===== src/design/rhf_pkg.sv =====
// Shared types, constants and arithmetic helpers for the ripple height field engine.
package rhf_pkg;

    localparam int GRID_SIDE = 64;
    localparam int MAP_SIDE  = GRID_SIDE + 2;
    localparam int MAP_CELLS = MAP_SIDE * MAP_SIDE;
    localparam int ADDR_W    = $clog2(MAP_CELLS);
    localparam int COORD_W   = $clog2(MAP_SIDE);
    localparam int ROW_W     = 7;
    localparam int CMP_W     = ((ROW_W > COORD_W) ? ROW_W : COORD_W) + 1;
    localparam int HEIGHT_W  = 16;
    localparam int CFG_IDX_W = 2;
    localparam int CFG_W     = 4;
    localparam int CHAIN_LEN = 5;

    localparam logic [1:0] REQ_DISTURB = 2'd0;
    localparam logic [1:0] REQ_STEP    = 2'd1;
    localparam logic [1:0] REQ_READ    = 2'd2;

    localparam logic [CFG_IDX_W-1:0] CFG_DAMPING = 2'd0;
    localparam logic [CFG_IDX_W-1:0] CFG_PASSES  = 2'd1;

    typedef struct packed {
        logic [1:0]                 req_type;
        logic [ROW_W-1:0]           cell_row;
        logic [ROW_W-1:0]           cell_col;
        logic signed [HEIGHT_W-1:0] amount;
    } req_t;

    typedef struct packed {
        logic signed [HEIGHT_W-1:0] read_height;
        logic                       done_res;
    } res_t;

    typedef enum logic [3:0] {
        ST_CLEAR,
        ST_IDLE,
        ST_DIST,
        ST_UPD,
        ST_ROWB,
        ST_COLB,
        ST_SMOOTH,
        ST_READ,
        ST_FINISH
    } state_t;

    typedef enum logic [1:0] {
        SRC_H0,
        SRC_H1,
        SRC_SM
    } src_t;

    typedef logic [COORD_W-1:0] wrap_lut_t [2**ROW_W];

    function automatic wrap_lut_t build_wrap();
        wrap_lut_t lut;
        for (int i = 0; i < 2**ROW_W; i++) begin
            if (i > GRID_SIDE) begin
                lut[i] = COORD_W'(((i - 1) % GRID_SIDE) + 1);
            end else begin
                lut[i] = COORD_W'(i);
            end
        end
        return lut;
    endfunction

    localparam wrap_lut_t WRAP_LUT = build_wrap();

    function automatic logic [ADDR_W-1:0] cell_addr(logic [COORD_W-1:0] r,
                                                    logic [COORD_W-1:0] c);
        return ADDR_W'(r) * ADDR_W'(MAP_SIDE) + ADDR_W'(c);
    endfunction

    function automatic logic signed [HEIGHT_W-1:0] sat20(logic signed [19:0] v);
        if (v > 20'sd32767) begin
            return 16'sh7fff;
        end else if (v < -20'sd32768) begin
            return 16'sh8000;
        end
        return v[HEIGHT_W-1:0];
    endfunction

endpackage


===== src/design/rhf_cell.sv =====
// One operand cell of the stencil chain: takes its neighbour's value on each shift.
module rhf_cell (
    input  logic                                aclk,
    input  logic                                shift_en,
    input  logic signed [rhf_pkg::HEIGHT_W-1:0] d_in,
    output logic signed [rhf_pkg::HEIGHT_W-1:0] q_out
);
    logic signed [rhf_pkg::HEIGHT_W-1:0] val_reg;
    logic signed [rhf_pkg::HEIGHT_W-1:0] val_next;

    always_comb begin
        val_next = shift_en ? d_in : val_reg;
    end

    always_ff @(posedge aclk) begin
        val_reg <= val_next;
    end

    assign q_out = val_reg;
endmodule

===== config.mk =====
export PLATFORM = sky130hd
export DESIGN_NAME = rhf_cell
export DESIGN_NICKNAME = d
export VERILOG_FILES = /design/src/design/rhf_pkg.sv /design/src/design/rhf_cell.sv
export SDC_FILE = /design/constraint.sdc
export NUM_CORES = 1
export LEC_CHECK = 0
export BUFFER_PORTS_ARGS = -buffer_cell sky130_fd_sc_hd__buf_2
export CAP_MARGIN = 20
export CORE_MARGIN = 1.5
export CORE_UTILIZATION = 37
export CTS_CLUSTER_SIZE = 10
export DETAILED_ROUTE_END_ITERATION = 12
export HOLD_SLACK_MARGIN = 0.03
export PLACE_DENSITY = 0.85
export SYNTH_ARGS = -nofsm -noshare
export SYNTH_HDL_FRONTEND = slang
export SYNTH_SLANG_ARGS = --single-unit

===== constraint.sdc =====
create_clock -name aclk -period 0.8 [get_ports aclk]
set_clock_uncertainty 0.1 [all_clocks]
set_input_delay 0.16 -clock aclk [delete_from_list [all_inputs] [get_ports aclk]]
set_output_delay 0.16 -clock aclk [all_outputs]
set_load 0.02 [all_outputs]

==> results.py <==
metrics = {
    "sta": {
        "rsz0062_at_grt": "yes",
        "fmax_ghz": 0.924,
        "slew_headroom_pct": 92.7,
        "whs_ns": -0.0425,
        "fin_crit_sh_pct": 135,
        "fin_crit_ns": 1.08,
        "hold_violations": 16,
        "tightest_slew_ns": 0.110,
        "slew_viol_final": 0,
        "setup_slack_ns": -0.282,
        "setup_viol": 16,
    },
    "route": {
        "vias": 297,
        "dr.first_iter.drc_count": 0,
        "wl_per_cell_um": 10.9,
        "drc": 0,
        "antenna_left": 0,
        "routed_wl_um": 752,
        "drtPass1Iterations": 1,
        "via_per_inst": 4.30,
    },
    "yosys": {
        "async_reset_ff_share_pct": 0,
        "synthFlopType": "edfxtp_1",
        "netlist_area_um2": 480,
        "synth_seq_cells": 16,
        "synth-edff-count": 16,
        "ys_seq_area_share_pct": 100,
        "synthCells": 16,
        "synth.distinct_cells": 1,
        "synth_nets": 34,
        "ys_top_cells_by_area": "edfxtp_1 (100%)",
        "yosys_warnings": 0,
        "avgSynthCellArea_um2": 30.0,
        "synth_top_area_share_pct": 100,
        "yosysTopAreaCell": "edfxtp_1",
        "ys_top_cells_by_count": "edfxtp_1 (16)",
        "synth_most_common_cell": "edfxtp_1",
    },
    "setup_path": {
        "startpoint_type": "flip-flop",
        "path_buf_inv": 1,
        "path_cells": "buf_6",
        "crit_slowest_cell": "edfxtp_1",
        "worstSetupPathType": "flip-flop to output port",
        "worstPathRequired_ns": 0.54,
        "critical_path.top_delay_family": "flip-flops",
        "crit_fanout": 1,
        "cp-end-kind": "output port",
        "max_stage_delay_ns": 0.40,
        "critPathArrivalTime_ns": 0.82,
    },
    "placed_design": {
        "dp.cells": 65,
        "port_buffers": 33,
        "dpl_worst_slack_ns": -0.0347,
        "placed_cell_area_um2": 703,
        "gp_congestion": 0.545,
    },
    "floorplanning": {
        "row_count": 12,
        "ios": 34,
        "dieArea_um2": 1520,
        "die_h_um": 39.0,
        "die_x_um": 39.0,
        "core_um2": 1160,
        "floorplan.initialDensity_pct": 41.6,
    },
    "grt": {
        "grt_busiest_layer": "met2",
        "grt_pass1_vias": 256,
        "use_met1_pct": 12.6,
        "grt_overflow_total": 0,
        "grt_antenna_before_repair": 0,
        "grt_pass1_wl_um": 1050,
        "globalRouteMet2Util_pct": 15.8,
        "met3_usage_pct": 6.36,
        "grt_usage_pct": 11.2,
        "grt_max_degree": 11,
    },
    "clock_tree": {
        "path_clk_slew_ns": 0.08,
        "cts_tree": "yes",
        "ctsHtreeMaxLevel": 1,
        "cts_buffers": 3,
        "cts_sinks": 16,
        "cts-root-buf": "clkbuf_4",
        "post_cts_buffers": 0,
        "cts_buffer_depth": 2,
    },
    "cells_and_area": {
        "n_antenna_cell": 0,
        "multi_input_cells": 0,
        "nets": 74,
        "n_fill_cell": 86,
        "final_area_um2": 792,
        "drive_above_1_share_pct": 69.1,
        "syn2layout_area_growth_pct": 64.8,
        "instances_no_fill": 69,
        "multi_input_area_um2": 0,
        "largest_reg_flops": 16,
    },
    "worst_hold_path": {
        "holdPathEnd": "q_out[2]",
        "hp-class": "primary input to flip-flop",
        "hold_depth": 1,
        "hp-start": "d_in[2]",
    },
    "power": {
        "vdd_drop_max_mv": 1.35,
        "power_density_nw_per_um2": 2120,
        "total_power_uw": 1680,
        "leakage_uw": 0.000342,
    },
    "job": {
        "max_cap_viol_count": 0,
    },
    "run_status": {
        "violations": "hold timing, setup timing",
        "outcome": "complete, but fails checks",
    },
}
==> per-stage QoR <==
step / setup TNS [ns] / util (%)
2_1_floorplan: 0 / -
3_3_place_gp: -0.272 / 60.8
3_5_place_dp: -0.434 / 60.8
4_1_cts: -4.36 / 64.2
5_1_grt: -4.79 / 68.5
6_report: -4.15 / 68.5
==> area by class of cell <==
cell class / instances / area [um^2] / share of cell area, %
repair buffers: 35 / 268 / 33.8
well taps: 14 / 17.5 / 2.21
flip-flops and latches: 16 / 480 / 60.7
clock inverters: 1 / 3.75 / 0.474
clock buffers: 3 / 22.5 / 2.84
==> placed cells by master (no fill, tap or decap) <==
cell type  netlist  routed
buf_2            0      23
clkinv_1         0       1
buf_12           0       2
edfxtp_1        16      16
buf_6            0      10
clkbuf_4         0       3
==> power breakdown <==
part	internal (uW)	switching (uW)
Clock	180	219
Combinational	135	129
Sequential	996	23.0
Total	1310	371
==> worst max path at each step <==
stage                  start        end  slack, ns  cells after the start
finish              q_out[0]   q_out[0]      -0.28                      1
global placement    shift_en  q_out[13]      -0.02                      2
CTS                 q_out[0]   q_out[0]      -0.29                      1
floorplan           q_out[0]   q_out[0]       0.09                      0
global route        q_out[0]   q_out[0]      -0.32                      1
detailed placement  shift_en  q_out[15]      -0.03                      2
==> kinds of logic after synthesis <==
logic type	Yosys count	share of synthesized area, %
flops	16	100
==> timing repair <==
action,in CTS,in global routing
hold endpoints to repair,16,16
endpoints found under the setup margin,16,16
gates resized for setup,4,16
==> per-layer routing <==
metal  vias to the layer above  routed length [um]
met5                         -                   0
met4                         0                   9
met3                         2                  95
met2                        21                 358
met1                       129                 289
li1                        145                   -
(Power assumes the default switching activity.)
